==> config.mk <==
export PLATFORM = sky130hd
export DESIGN_NAME = tensor_dtype_to_fp32_converter
export DESIGN_NICKNAME = d
export VERILOG_FILES = /design/src/rtl/tdfc_pkg.sv /design/src/rtl/tdfc_int_to_fp.sv /design/src/rtl/tensor_dtype_to_fp32_converter.sv
export SDC_FILE = /design/constraint.sdc
export NUM_CORES = 1
export LEC_CHECK = 0
export ABC_AREA = 1
export BUFFER_PORTS_ARGS = -buffer_cell sky130_fd_sc_hd__buf_2
export CELL_PAD_IN_SITES_DETAIL_PLACEMENT = 2
export CELL_PAD_IN_SITES_GLOBAL_PLACEMENT = 2
export CORE_AREA = 2 2 220 222
export DETAILED_ROUTE_END_ITERATION = 8
export DIE_AREA = 0 0 222 224
export GPL_ROUTABILITY_DRIVEN = 1
export PLACE_DENSITY_LB_ADDON = 0.1
export SYNTH_ARGS = -nofsm -noshare
export SYNTH_HDL_FRONTEND = slang
export SYNTH_SLANG_ARGS = --single-unit
==> constraint.sdc <==
create_clock -name clk_i -period 4.75 [get_ports clk_i]
set_clock_uncertainty 0.05 [all_clocks]
set_input_delay 0.2375 -clock clk_i [delete_from_list [all_inputs] [get_ports clk_i]]
set_output_delay 0.2375 -clock clk_i [all_outputs]
set_load 0.02 [all_outputs]
==> src/rtl/tdfc_pkg.sv <==
// ----------------------------------------------------------------------------
// tdfc_pkg
// Types and constants shared by the tensor element to FP32 converter.
// ----------------------------------------------------------------------------
package tdfc_pkg;

  typedef enum logic [2:0] {
    DT_F32  = 3'd0,
    DT_BF16 = 3'd1,
    DT_F16  = 3'd2,
    DT_E4M3 = 3'd3,
    DT_I64  = 3'd4
  } dtype_e;

  localparam logic [0:0] REG_ELEMENT_TYPE = 1'b0;
  localparam logic [0:0] REG_EXTREME_LIMIT = 1'b1;

  localparam logic [30:0] LIMIT_RESET = 31'h501502F9;
  localparam logic [30:0] FP32_INF_MAG = 31'h7F800000;
  localparam logic [31:0] FP32_QNAN = 32'h7FC00000;

  typedef struct packed {
    logic [63:0] raw_element;
    logic        last_in;
  } in_beat_t;

  typedef struct packed {
    logic [31:0] fp32_bits;
    logic        nan_replaced;
    logic        extreme_replaced;
    logic        last_out;
  } out_beat_t;

  // Integer path state between the magnitude and rounding stages.
  typedef struct packed {
    logic        sign;
    logic        zero;
    logic [5:0]  msb;
    logic [63:0] norm;
  } int_norm_t;

endpackage

==> src/rtl/tdfc_int_to_fp.sv <==
// ----------------------------------------------------------------------------
// tdfc_int_to_fp
// Three-stage signed 64-bit integer to FP32 conversion, round to nearest even.
// ----------------------------------------------------------------------------
module tdfc_int_to_fp (
  input  logic        clk_i,
  input  logic        rst_ni,
  input  logic        valid_i,
  input  logic [63:0] value_i,
  output logic        valid_o,
  output logic [31:0] fp32_o
);
  import tdfc_pkg::*;

  logic        v1_q, v2_q, v3_q;
  logic        s1_q;
  logic [63:0] mag1_q;
  int_norm_t   n2_d, n2_q;
  logic [31:0] res3_d, res3_q;

  always_ff @(posedge clk_i or negedge rst_ni) begin
    if (!rst_ni) begin
      v1_q <= 1'b0;
      v2_q <= 1'b0;
      v3_q <= 1'b0;
    end else begin
      v1_q <= valid_i;
      v2_q <= v1_q;
      v3_q <= v2_q;
    end
  end

  always_ff @(posedge clk_i) begin
    s1_q   <= value_i[63];
    mag1_q <= value_i[63] ? (64'd0 - value_i) : value_i;
    n2_q   <= n2_d;
    res3_q <= res3_d;
  end

  // Leading one search and normalisation so that the top set bit lands at 63.
  always_comb begin
    n2_d.sign = s1_q;
    n2_d.zero = (mag1_q == 64'd0);
    n2_d.msb  = 6'd0;
    for (int i = 0; i < 64; i++) begin
      if (mag1_q[i]) n2_d.msb = 6'(i);
    end
    n2_d.norm = mag1_q << (6'd63 - n2_d.msb);
  end

  logic [24:0] mant;
  logic        guard, sticky, rnd;
  logic [7:0]  expo;

  always_comb begin
    guard  = n2_q.norm[39];
    sticky = |n2_q.norm[38:0];
    rnd    = guard && (sticky || n2_q.norm[40]);
    mant   = {1'b0, n2_q.norm[63:40]} + {24'd0, rnd};
    expo   = 8'd127 + {2'b00, n2_q.msb};
    if (mant[24]) begin
      expo = expo + 8'd1;
      mant = mant >> 1;
    end
    res3_d = n2_q.zero ? 32'd0 : {n2_q.sign, expo, mant[22:0]};
  end

  assign valid_o = v3_q;
  assign fp32_o  = res3_q;

endmodule

==> src/rtl/tensor_dtype_to_fp32_converter.sv <==
// ----------------------------------------------------------------------------
// tensor_dtype_to_fp32_converter
// Converts one raw tensor element per cycle to FP32 bits in a chosen type.
// ----------------------------------------------------------------------------
// Channel   Direction  Signals
// input     in         start_i, busy_o, in_i
// result    out        done_o, out_o
// config    in         cfg_we_i, cfg_idx_i, cfg_data_i
//
// Each beat passes through the r1, r2 and r3 registers from start to done; one beat may enter each cycle.
// The pipeline depth is set by the integer path: magnitude, leading-one shift, rounding.
// Reset clears the valid bits and loads the register reset values.
// busy_o is always low, and results cannot be held off.
module tensor_dtype_to_fp32_converter (
  input  logic                clk_i,
  input  logic                rst_ni,
  input  logic                start_i,
  output logic                busy_o,
  input  tdfc_pkg::in_beat_t  in_i,
  output logic                done_o,
  output tdfc_pkg::out_beat_t out_o,
  input  logic                cfg_we_i,
  input  logic                cfg_idx_i,
  input  logic [30:0]         cfg_data_i
);
  import tdfc_pkg::*;

  logic [2:0]  etype_q;
  logic [30:0] limit_q;

  always_ff @(posedge clk_i or negedge rst_ni) begin
    if (!rst_ni) begin
      etype_q <= DT_F32;
      limit_q <= LIMIT_RESET;
    end else if (cfg_we_i) begin
      if (cfg_idx_i == REG_ELEMENT_TYPE) etype_q <= cfg_data_i[2:0];
      else limit_q <= cfg_data_i;
    end
  end

  logic      acc;
  out_beat_t r1_d;
  out_beat_t r1_q, r2_q;
  logic      isint1_q, isint2_q;
  logic      iv;
  logic [31:0] ires;

  assign busy_o = 1'b0;
  assign acc    = start_i;

  logic [15:0] h;
  logic [7:0]  b;
  logic [31:0] w;
  logic [1:0]  p;

  always_comb begin
    h = in_i.raw_element[15:0];
    b = in_i.raw_element[7:0];
    w = {in_i.raw_element[15:0], 16'd0};
    p = b[2] ? 2'd2 : (b[1] ? 2'd1 : 2'd0);
    r1_d = '0;
    r1_d.last_out = in_i.last_in;
    unique case (etype_q)
      DT_F32: r1_d.fp32_bits = in_i.raw_element[31:0];
      DT_BF16: begin
        if (w[30:0] > FP32_INF_MAG) r1_d.nan_replaced = 1'b1;
        else if (w[30:0] == FP32_INF_MAG || w[30:0] > limit_q)
          r1_d.extreme_replaced = 1'b1;
        else r1_d.fp32_bits = w;
      end
      DT_F16: begin
        if (h[14:10] == 5'd0) r1_d.fp32_bits = {h[15], 31'd0};
        else if (h[14:10] == 5'd31) r1_d.fp32_bits = {h[15], 8'hFF, h[9:0], 13'd0};
        else r1_d.fp32_bits = {h[15], 8'({3'b000, h[14:10]} + 8'd112),
                               h[9:0], 13'd0};
      end
      DT_E4M3: begin
        if (b[6:3] == 4'd0) begin
          if (b[2:0] == 3'd0) r1_d.fp32_bits = {b[7], 31'd0};
          else r1_d.fp32_bits = {b[7], 8'd118 + {6'd0, p},
                                 23'({b[2:0] & ((3'd1 << p) - 3'd1)}) << (5'd23 - {3'd0, p})};
        end else if (b[6:0] == 7'h7F) r1_d.fp32_bits = FP32_QNAN | {b[7], 31'd0};
        else r1_d.fp32_bits = {b[7], 8'd120 + {4'd0, b[6:3]}, b[2:0], 20'd0};
      end
      default: r1_d.fp32_bits = 32'd0;
    endcase
  end

  always_ff @(posedge clk_i or negedge rst_ni) begin
    if (!rst_ni) begin
      isint1_q <= 1'b0;
      isint2_q <= 1'b0;
    end else begin
      isint1_q <= acc && (etype_q == DT_I64);
      isint2_q <= isint1_q;
    end
  end

  always_ff @(posedge clk_i) begin
    r1_q <= r1_d;
    r2_q <= r1_q;
  end

  logic v1_q, v2_q, v3_q;
  out_beat_t r3_q;
  always_ff @(posedge clk_i or negedge rst_ni) begin
    if (!rst_ni) begin
      v1_q <= 1'b0;
      v2_q <= 1'b0;
      v3_q <= 1'b0;
    end else begin
      v1_q <= acc;
      v2_q <= v1_q;
      v3_q <= v2_q;
    end
  end

  logic isint3_q;
  always_ff @(posedge clk_i) begin
    r3_q     <= r2_q;
    isint3_q <= isint2_q;
  end

  tdfc_int_to_fp u_int (
    .clk_i   (clk_i),
    .rst_ni  (rst_ni),
    .valid_i (acc),
    .value_i (in_i.raw_element),
    .valid_o (iv),
    .fp32_o  (ires)
  );

  always_comb begin
    out_o = r3_q;
    if (isint3_q && iv) out_o.fp32_bits = ires;
  end
  assign done_o = v3_q;

endmodule

### Word-level counts from Yosys, hierarchy flattened

Index checks and enable logic that the tools add are counted.

* input bits: 101
* output and inout bits: 37
* flip-flop bits (word level): 314
* word-level logic and storage cells: 146

* eq/ne operators: 7
* muxes and demuxes: 79
* bitwise gates (word level): 3
* add/subtract/negate cells: 10
* reductions and logical operators: 14
* shift operators: 3
* magnitude comparators: 2

Operators by type and width (number)
* two-way mux 6 bit: 62
* two-way mux 31 bit: 5
* case mux 32 bit (4 select lines): 1
* two-way mux 32 bit: 3
* zero test 64 bit: 1
* << shifter 64 x 6 -> 64 bit: 1
* subtractor 1 x 64 -> 64 bit, first input constant: 1
* two-way mux 63 bit: 1
* OR reduction 39 bit: 1
* greater-than comparator 31 bit: 1
* greater-than comparator 31 bit, second input constant: 1
* adder 24 x 1 -> 25 bit: 1
* two-way mux 23 bit: 1
* << shifter 3 x 5 -> 23 bit: 1
* equality test 15 bit, second input constant: 1
* adder 5 x 7 -> 8 bit, second input constant: 1
* adder 7 x 2 -> 8 bit, first input constant: 1
* adder 7 x 4 -> 8 bit, first input constant: 1
* adder 7 x 6 -> 8 bit, first input constant: 1
* adder 8 x 1 -> 8 bit, second input constant: 1
* two-way mux 8 bit: 1
* equality test 7 bit, second input constant: 1
* equality test 3 x 2 -> 1 bit, second input constant: 2
* zero test 3 bit: 2
* 17 further kinds: 25

### Logic depth before layout (Yosys ltp)

Gate-level depths: netlist of run 1.

* depth after elaboration: 65
* gate-level depth with buffers: 75
* gate-level depth less buffers: 74

### Cells and area by module

From an unflattened synthesis of run 1, not the netlist that was laid out.

* cells, all modules: 2316
* area total of the unflattened synthesis: 16363.2 um^2

Modules (own cells, without submodules)
* tdfc_int_to_fp: seq. area each 3458.3 um^2, times used 1, area an instance 11044.3 um^2, cells each 1788
* tensor_dtype_to_fp32_converter: seq. area each 3113.0 um^2, times used 1, area an instance 5318.9 um^2, cells each 528

### Least setup slack after synthesis of run 1

No wires, ideal clock.

* path kind: register to register
* from: register u_int.mag1_q[2]
* to: register u_int.n2_q[63] (netlist bit)
* data required time: 4.574 ns
* setup slack: 0.711 ns
* arrival: 3.864 ns
* clock period less this slack: 4.039 ns
* cell stages (with the launch flop): 73
* library setup time: 0.126 ns
* buffers on the path: 2
* cell sequence: dfxtp_1 -> inv_2 -> nand2_1 -> nand2_1 -> nand2_1 -> nand2_1 -> nand2_1 -> nand2_1 -> nand2_1 -> nand2_1 -> nand2_1 -> nand2_1 -> nand2_1 -> nand2_1 -> nand2_1 -> nand2_1 -> nand2_1 -> nand2_1 -> [... 37 more ...] -> nand2_1 -> nand2_1 -> nand2_1 -> nand2_1 -> nand2_1 -> nand2_2 -> nand2_4 -> nand2_2 -> buf_6 -> buf_6 -> nand2_1 -> nand3_1 -> nand3_1 -> nand3_1 -> nand2_1 -> nand2_1 -> nand2_1 -> nand2_1

RTL lines
* start, declared: RTL line tdfc_int_to_fp.sv:17 `logic [63:0] mag1_q;`
* start signal, assigned: RTL line tdfc_int_to_fp.sv:35 `mag1_q <= value_i[63] ? (64'd0 - value_i) : value_i;`
* end signal, assigned: RTL line tdfc_int_to_fp.sv:36 `n2_q <= n2_d;`
* end, declared: RTL line tdfc_int_to_fp.sv:18 `int_norm_t n2_d, n2_q;`

==> metrics.cfg, run 1 <==
[detailed_routing]
post_drt_wl_per_cell_um = 24.8
num_vias = 17300
drc = 0
vias_per_cell = 5.50
wl_mm = 77.8
dr.pass1.iters = 5
ant_nets = 0
drt_iter0_markers = 1152

[layout]
fill_cells = 5303
area.sequential_mm2 = 0.00650
synthToLayoutAreaGrowth_pct = 36.0
drive_above_1_share_pct = 26.3
multi_input_area_mm2 = 0.00984
final_cells = 3141
fin_nets = 2618

[sta]
slew_violations = 0
slew_headroom_pct = 20.2
min_period_ns = 5.08
rsz0062_at_grt = yes
tightest_slew_ns = 1.20
fmax_ghz = 0.197
hold_violations = 0
finalWorstSetupSlack_ns = -0.335
setup_viol = 65
min_period_over_period_pct = 107

[logic_synthesis]
synth_fp_nets = 2363
synth_flop_cell = dfxtp_1
synthesis.area_mm2 = 0.0160
ys_async_sr_fraction_pct = 12.4
yosysWarnings = 0
netlist_instances = 2241
synthTopCellsByArea = dfxtp_1 (34%), nand3_1 (18%), nand2_1 (11%)
synth-seq-cells = 314
yosysTopAreaCell = dfxtp_1
synth_edf_count = 0
yosysMostFrequentCell = nand3_1
synth_top_area_share_pct = 34.4
yosys-top-cells-count = nand3_1 (562), nand2_1 (455), dfxtp_1 (275)
ys_types = 49
avgSynthCellArea_um2 = 7.14
seq_area_frac_synth_pct = 40.6

[clock_tree]
clock_sinks = 314
h-tree-depth = 2
cts.reportedPaths.clkPinSlew_ns = 0.06
clock_latency_ns = 0.57
cts_buffer_depth = 3
cts_buffers = 37
cts-root-buf = clkbuf_16
cts_tree = done

[floorplan]
num_rows = 80
pin_count = 138
die_x_um = 222
start_util_pct = 33.8
die_area_mm2 = 0.0497
core_mm2 = 0.0473
die_h_um = 224

[global_route]
grt_max_degree = 72
grt_pass1_vias = 18700
grt_pass1_wl_mm = 115
antenna_found_initial = 8
overflow = 0
grt_usage_pct = 30.0

[setup_path]
path_max_fanout = 7
path_class = reg2reg
worst_ep_required_time_ns = 5.14
r2r_cells = 70
r2r_slack_ns = -0.33
crit_slowest_cell = dfxtp_2
r2r_start = u_int.mag1_q[2]
rr_endpoint = u_int.n2_q[59]
critPathLaunchType = flip-flop
worstPathBufferInverterCount = 3
max_stage_delay_ns = 0.33
crit_path_frequent_cell = nand2_1
end_kind = flip-flop
worstPathArrival_ns = 5.48
critical-path-top-delay-family = simple AND/OR/NAND/NOR gates

[status]
status = complete, but fails checks
violations = setup timing

[power]
powerDensity_mw_per_mm2 = 414
vdd_ir_drop_max_mv = 0.211
power.total_w = 0.00901
p_leak_nw = 10.1

[placed_design]
dp.cells = 2964
port_buffers = 136
dp_hpwl_mm = 52.9
gp_congestion = 0.894

[hold_path]
worstHoldPathType = in2reg
hold_depth = 3
hp-start = in_i[17]
whs_endpoint = u_int.mag1_q[16]

[job]
max-cap-violations = 0

metrics by stage:
| step | utilization [%] | hold slack (ns) | setup WS [ns] | cell area (um2) | TNS (ns) |
|---|---|---|---|---|---|
| 6_report | 45.9 | 0.0344 | -0.335 | 21800 | -15.75 |
| 3_5_place_dp | 37.4 | 0.265 | -0.315 | 17700 | -12.25 |
| 2_1_floorplan | - | -0.108 | 0.711 | 16000 | 0 |
| 4_1_cts | 44.0 | 0.00571 | -0.244 | 20800 | -12.08 |
| 3_3_place_gp | 37.4 | 0.261 | -0.243 | 17700 | -6.97 |
| 5_1_grt | 45.9 | 0.0159 | -0.949 | 21800 | -55.79 |
state kept, by name (all words and copies together), names as in the netlist, 3 cells and up:
register / cells
r2_q: 35
limit_q: 31
u_int.fp32_o: 32
u_int.n2_q: 71
r3_q: 32
out_o: 3
r1_q: 35
etype_q: 3
u_int.mag1_q: 64
kinds of logic (layout without fill, tap and decap cells):
kind of cell | count (synthesis) | in the layout | share of synthesized area, %
DFF | 314 | 314 | 40.6
buffers and inverters | 332 | 613 | 8.25
and+or+nand+nor | 1319 | 1319 | 37.1
other | 1 | 5 | 0.0234
adders and majority gates | 21 | 21 | 1.64
muxes | 45 | 45 | 3.17
AOI/OAI and AO/OA | 130 | 130 | 4.84
xor gates and xnor gates | 79 | 79 | 4.33
routing by layer:
metal / track usage [%] / wire length (um) / up-vias
met5: 0 / 24 / -
met4: 13.2 / 3590 / 4
met3: 4.70 / 2910 / 164
met2: 48.9 / 36500 / 450
met1: 39.2 / 34800 / 8672
li1: - / - / 7975
worst max-delay path by stage:
| stage | cells past startpoint | startpoint | end |
|---|---|---|---|
| 6_report | 70 | u_int.mag1_q[2] | u_int.n2_q[59] |
| 5_1_grt | 70 | u_int.mag1_q[2] | u_int.n2_q[56] |
| 4_1_cts | 70 | u_int.mag1_q[2] | u_int.n2_q[32] |
| 3_5_place_dp | 70 | u_int.mag1_q[2] | u_int.n2_q[57] |
| 3_3_place_gp | 70 | u_int.mag1_q[2] | u_int.n2_q[57] |
| 2_1_floorplan | 72 | u_int.mag1_q[2] | u_int.n2_q[63] |
cells in the final DEF, fill, tap and decap left out, types with 4 or more instances in the layout:
| cell type | synthesis | routed |
|---|---|---|
| o221ai_1 | 5 | 5 |
| nor4_1 | 36 | 35 |
| xor2_1 | 64 | 64 |
| nand4_1 | 30 | 30 |
| nand2_1 | 455 | 408 |
| buf_12 | 0 | 9 |
| dfxtp_1 | 275 | 272 |
| diode_2 | 0 | 4 |
| ha_1 | 21 | 21 |
| buf_4 | 5 | 69 |
| dlygate4sd3_1 | 0 | 93 |
| nor3_1 | 45 | 44 |
| clkinv_2 | 0 | 8 |
| a31oi_1 | 6 | 5 |
| nand3_2 | 0 | 197 |
| and3_1 | 5 | 5 |
| o2111ai_1 | 9 | 9 |
| nand2_4 | 1 | 4 |
| nor2_2 | 1 | 4 |
| inv_1 | 218 | 210 |
| xnor2_1 | 15 | 15 |
| dfrtp_1 | 27 | 27 |
| nor2_1 | 171 | 164 |
| dfstp_2 | 12 | 12 |
| clkbuf_8 | 0 | 5 |
| inv_2 | 6 | 14 |
| a21oi_1 | 50 | 47 |
| nand3_1 | 562 | 332 |
| or2_2 | 4 | 4 |
| nand3_4 | 0 | 33 |
| o21ai_0 | 37 | 37 |
| buf_2 | 7 | 136 |
| nand2_2 | 3 | 45 |
| clkbuf_16 | 0 | 42 |
| clkbuf_1 | 62 | 5 |
| buf_6 | 6 | 7 |
| nor2_4 | 0 | 4 |
| mux2_2 | 45 | 45 |
power breakdown:
part	internal, W	switching [W]	total, W
clock	0.00155	0.00121	0.00276
sequential	0.00311	0.000316	0.00343
combinational	0.000975	0.00185	0.00282
total	0.00563	0.00338	0.00901
what timing repair did:
item / in CTS / in global routing
pin swaps: 45 / 56
endpoints found under the setup margin: 65 / 66
cloned: 3 / 5
hold buffers: 93 / 0
gates resized for setup: 203 / 151
setup buffers: 2 / 5
endpoints found under the hold margin: 126 / 0
worst reg2reg max path, delay by kind of cell, from the launching register on:
| kind | cells | cell delay [ns] |
|---|---|---|
| DFF | 1 | 0.33 |
| and+or+nand+nor | 67 | 4.19 |
| buffers and inverters | 3 | 0.36 |
area by class of cell:
class	count	area share, %
inverters	226	3.90
flip-flops and latches	314	29.9
diodes	4	0.0460
clock buffers	47	4.66
multi-input cells	1595	45.2
clock inverters	18	0.817
well taps	615	3.54
repair buffers	322	11.9
Note: power is estimated with default switching activity, not from simulation.
==> inputs of run 2 (changes only) <==
Settings changed: CAP_MARGIN from default to 40, SETUP_SLACK_MARGIN from default to 0.05.
==> metrics.cfg, run 2 (synthesis results as in run 1) <==
[layout]
largest_reg_flops = 71
final_common_cell = nand2_1
largest_register = u_int.n2_q
final_cell_mix = nand2_1 (408), nand3_1 (307), dfxtp_1 (273)
fill_cells = 5226
reg.largest.list = u_int.n2_q: 71 flops, u_int.mag1_q: 64 flops
synthToLayoutAreaGrowth_pct = 38.3
drive_above_1_share_pct = 27.7
postLayoutCoreUtil_pct = 46.7
fin_nets = 2624

[detailed_routing]
vias_per_cell = 5.56
ant_nets = 0
dr.pass1.iters = 5
wl_mm = 79.4
drt_iter0_markers = 1164
post_drt_wl_per_cell_um = 25.3
num_vias = 17500
drc = 0

[setup_path]
max_stage_delay_ns = 0.34
worst_ep_required_time_ns = 5.16
crit_path_frequent_cell = nand2_1
critPathLaunchType = flip-flop
crit_slowest_cell = dfxtp_2
r2r_cells = 72
end_kind = flip-flop
path_max_fanout = 11
worstPathArrival_ns = 5.80
path_class = reg2reg

[sta]
finalWorstSetupSlack_ns = -0.648
tightest_slew_ns = 1.12
hold_violations = 0
slew_headroom_pct = 25.3
fmax_ghz = 0.185
min_period_ns = 5.40
rsz0062_at_grt = yes
setup_viol = 65
fin_hold_ws_ns = 0.0327
min_period_over_period_pct = 114
slew_violations = 0
setup_tns_ns = -32.14

[global_route]
grt_pass1_vias = 18700
grt_max_degree = 72
antenna_found_initial = 6
overflow = 0
grtUsageMet3_pct = 3.87
grtUsageMet2_pct = 50.4
grt_usage_pct = 29.9
grt_use_met1_pct = 39.7
grt-busiest-layer = met2
grt_pass1_wl_mm = 114

[status]
status = complete, but fails checks
violations = setup timing

[clock_tree]
cts.reportedPaths.clkPinSlew_ns = 0.06
clock_latency_ns = 0.59
cts_buffer_depth = 3
cts-root-buf = clkbuf_16
h-tree-depth = 2
cts_buffers = 36
clock_sinks = 314
cts_tree = done

[hold_path]
hold_depth = 3
worstHoldPathType = in2reg

[job]
max-cap-violations = 0

[power]
power.total_w = 0.00923
p_leak_nw = 10.3
powerDensity_mw_per_mm2 = 417
vdd_ir_drop_max_mv = 0.242

[floorplan]
pin_count = 138
die_area_mm2 = 0.0497
num_rows = 80
core_mm2 = 0.0473
die_x_um = 222
die_h_um = 224
start_util_pct = 33.8

[placed_design]
gp_congestion = 0.894
detailedPlace.worstSlack_ns = -0.313
dp_hpwl_mm = 53.3
port_buffers = 136

==> run 2: changes by cell type in the layout (fill, tap and decap cells not counted), moves of 4 or more <==
cell / change
nand3_4: +7
buf_4: +4
nand3_1: -25
dlygate4sd3_1: -4
nand2_4: +5
nand2_2: -4
nand3_2: +18
==> run 2: path summary, 6_finish.rpt <==
check	from	end	slack, ns
max in group asynchronous	rst_ni	limit_q[18]	4.09
min in group asynchronous	rst_ni	limit_q[26]	0.06
worst max-delay path	u_int.mag1_q[2]	u_int.n2_q[53]	-0.65
worst min-delay path	in_i[3]	u_int.mag1_q[2]	0.03
worst max register to register	u_int.mag1_q[2]	u_int.n2_q[53]	-0.65
worst min register to register	r2_q[1]	out_o[1]	0.28
==> run 2: area by class of cell <==
type                            instances  area [um2]  area share, %
Multi-Input combinational cell       1596       10100           45.4
Tap cell                              615         769           3.48
Timing Repair Buffer                  328        2720           12.3
Clock buffer                           50        1060           4.77
Sequential cell                       314        6500           29.4
Antenna cell                            1        2.50         0.0113
Clock inverter                         14         174          0.786
Inverter                              226         848           3.83
==> run 2: metal layers <==
| metal | routed length (um) | up-vias | part of all wire, % |
|---|---|---|---|
| li1 | - | 8012 | - |
| met1 | 35100 | 8830 | 44 |
| met2 | 38100 | 487 | 48 |
| met3 | 3410 | 144 | 4.3 |
| met4 | 2870 | 4 | 3.6 |
| met5 | 24 | - | 0.030 |
==> run 2: critical path, delay by kind of cell, from the launching register on <==
kind / cells / cell delay, ns
and+or+nand+nor: 67 / 4.25
DFF: 1 / 0.34
buffers and inverters: 5 / 0.64
==> run 2: power breakdown <==
group,internal (W),switching (W)
logic,0.00101,0.00191
clock network,0.00169,0.00120
registers,0.00311,0.000319
total,0.00581,0.00342
==> run 2: stage by stage <==
| step | std cells | area [um2] |
|---|---|---|
| global placement | 2964 | 17700 |
| CTS | 3129 | 20900 |
| floorplan | 2241 | 16000 |
| finish | 3144 | 22100 |
| detailed placement | 2968 | 17800 |
| global route | 3144 | 22100 |
==> run 2: repair_timing <==
action,CTS,global route
hold endpoints to repair,133,0
hold buffers,89,0
pin swaps,42,75
resized for setup,196,198
gates cloned,3,8
setup buffers,5,6
endpoints found under the setup margin,65,69
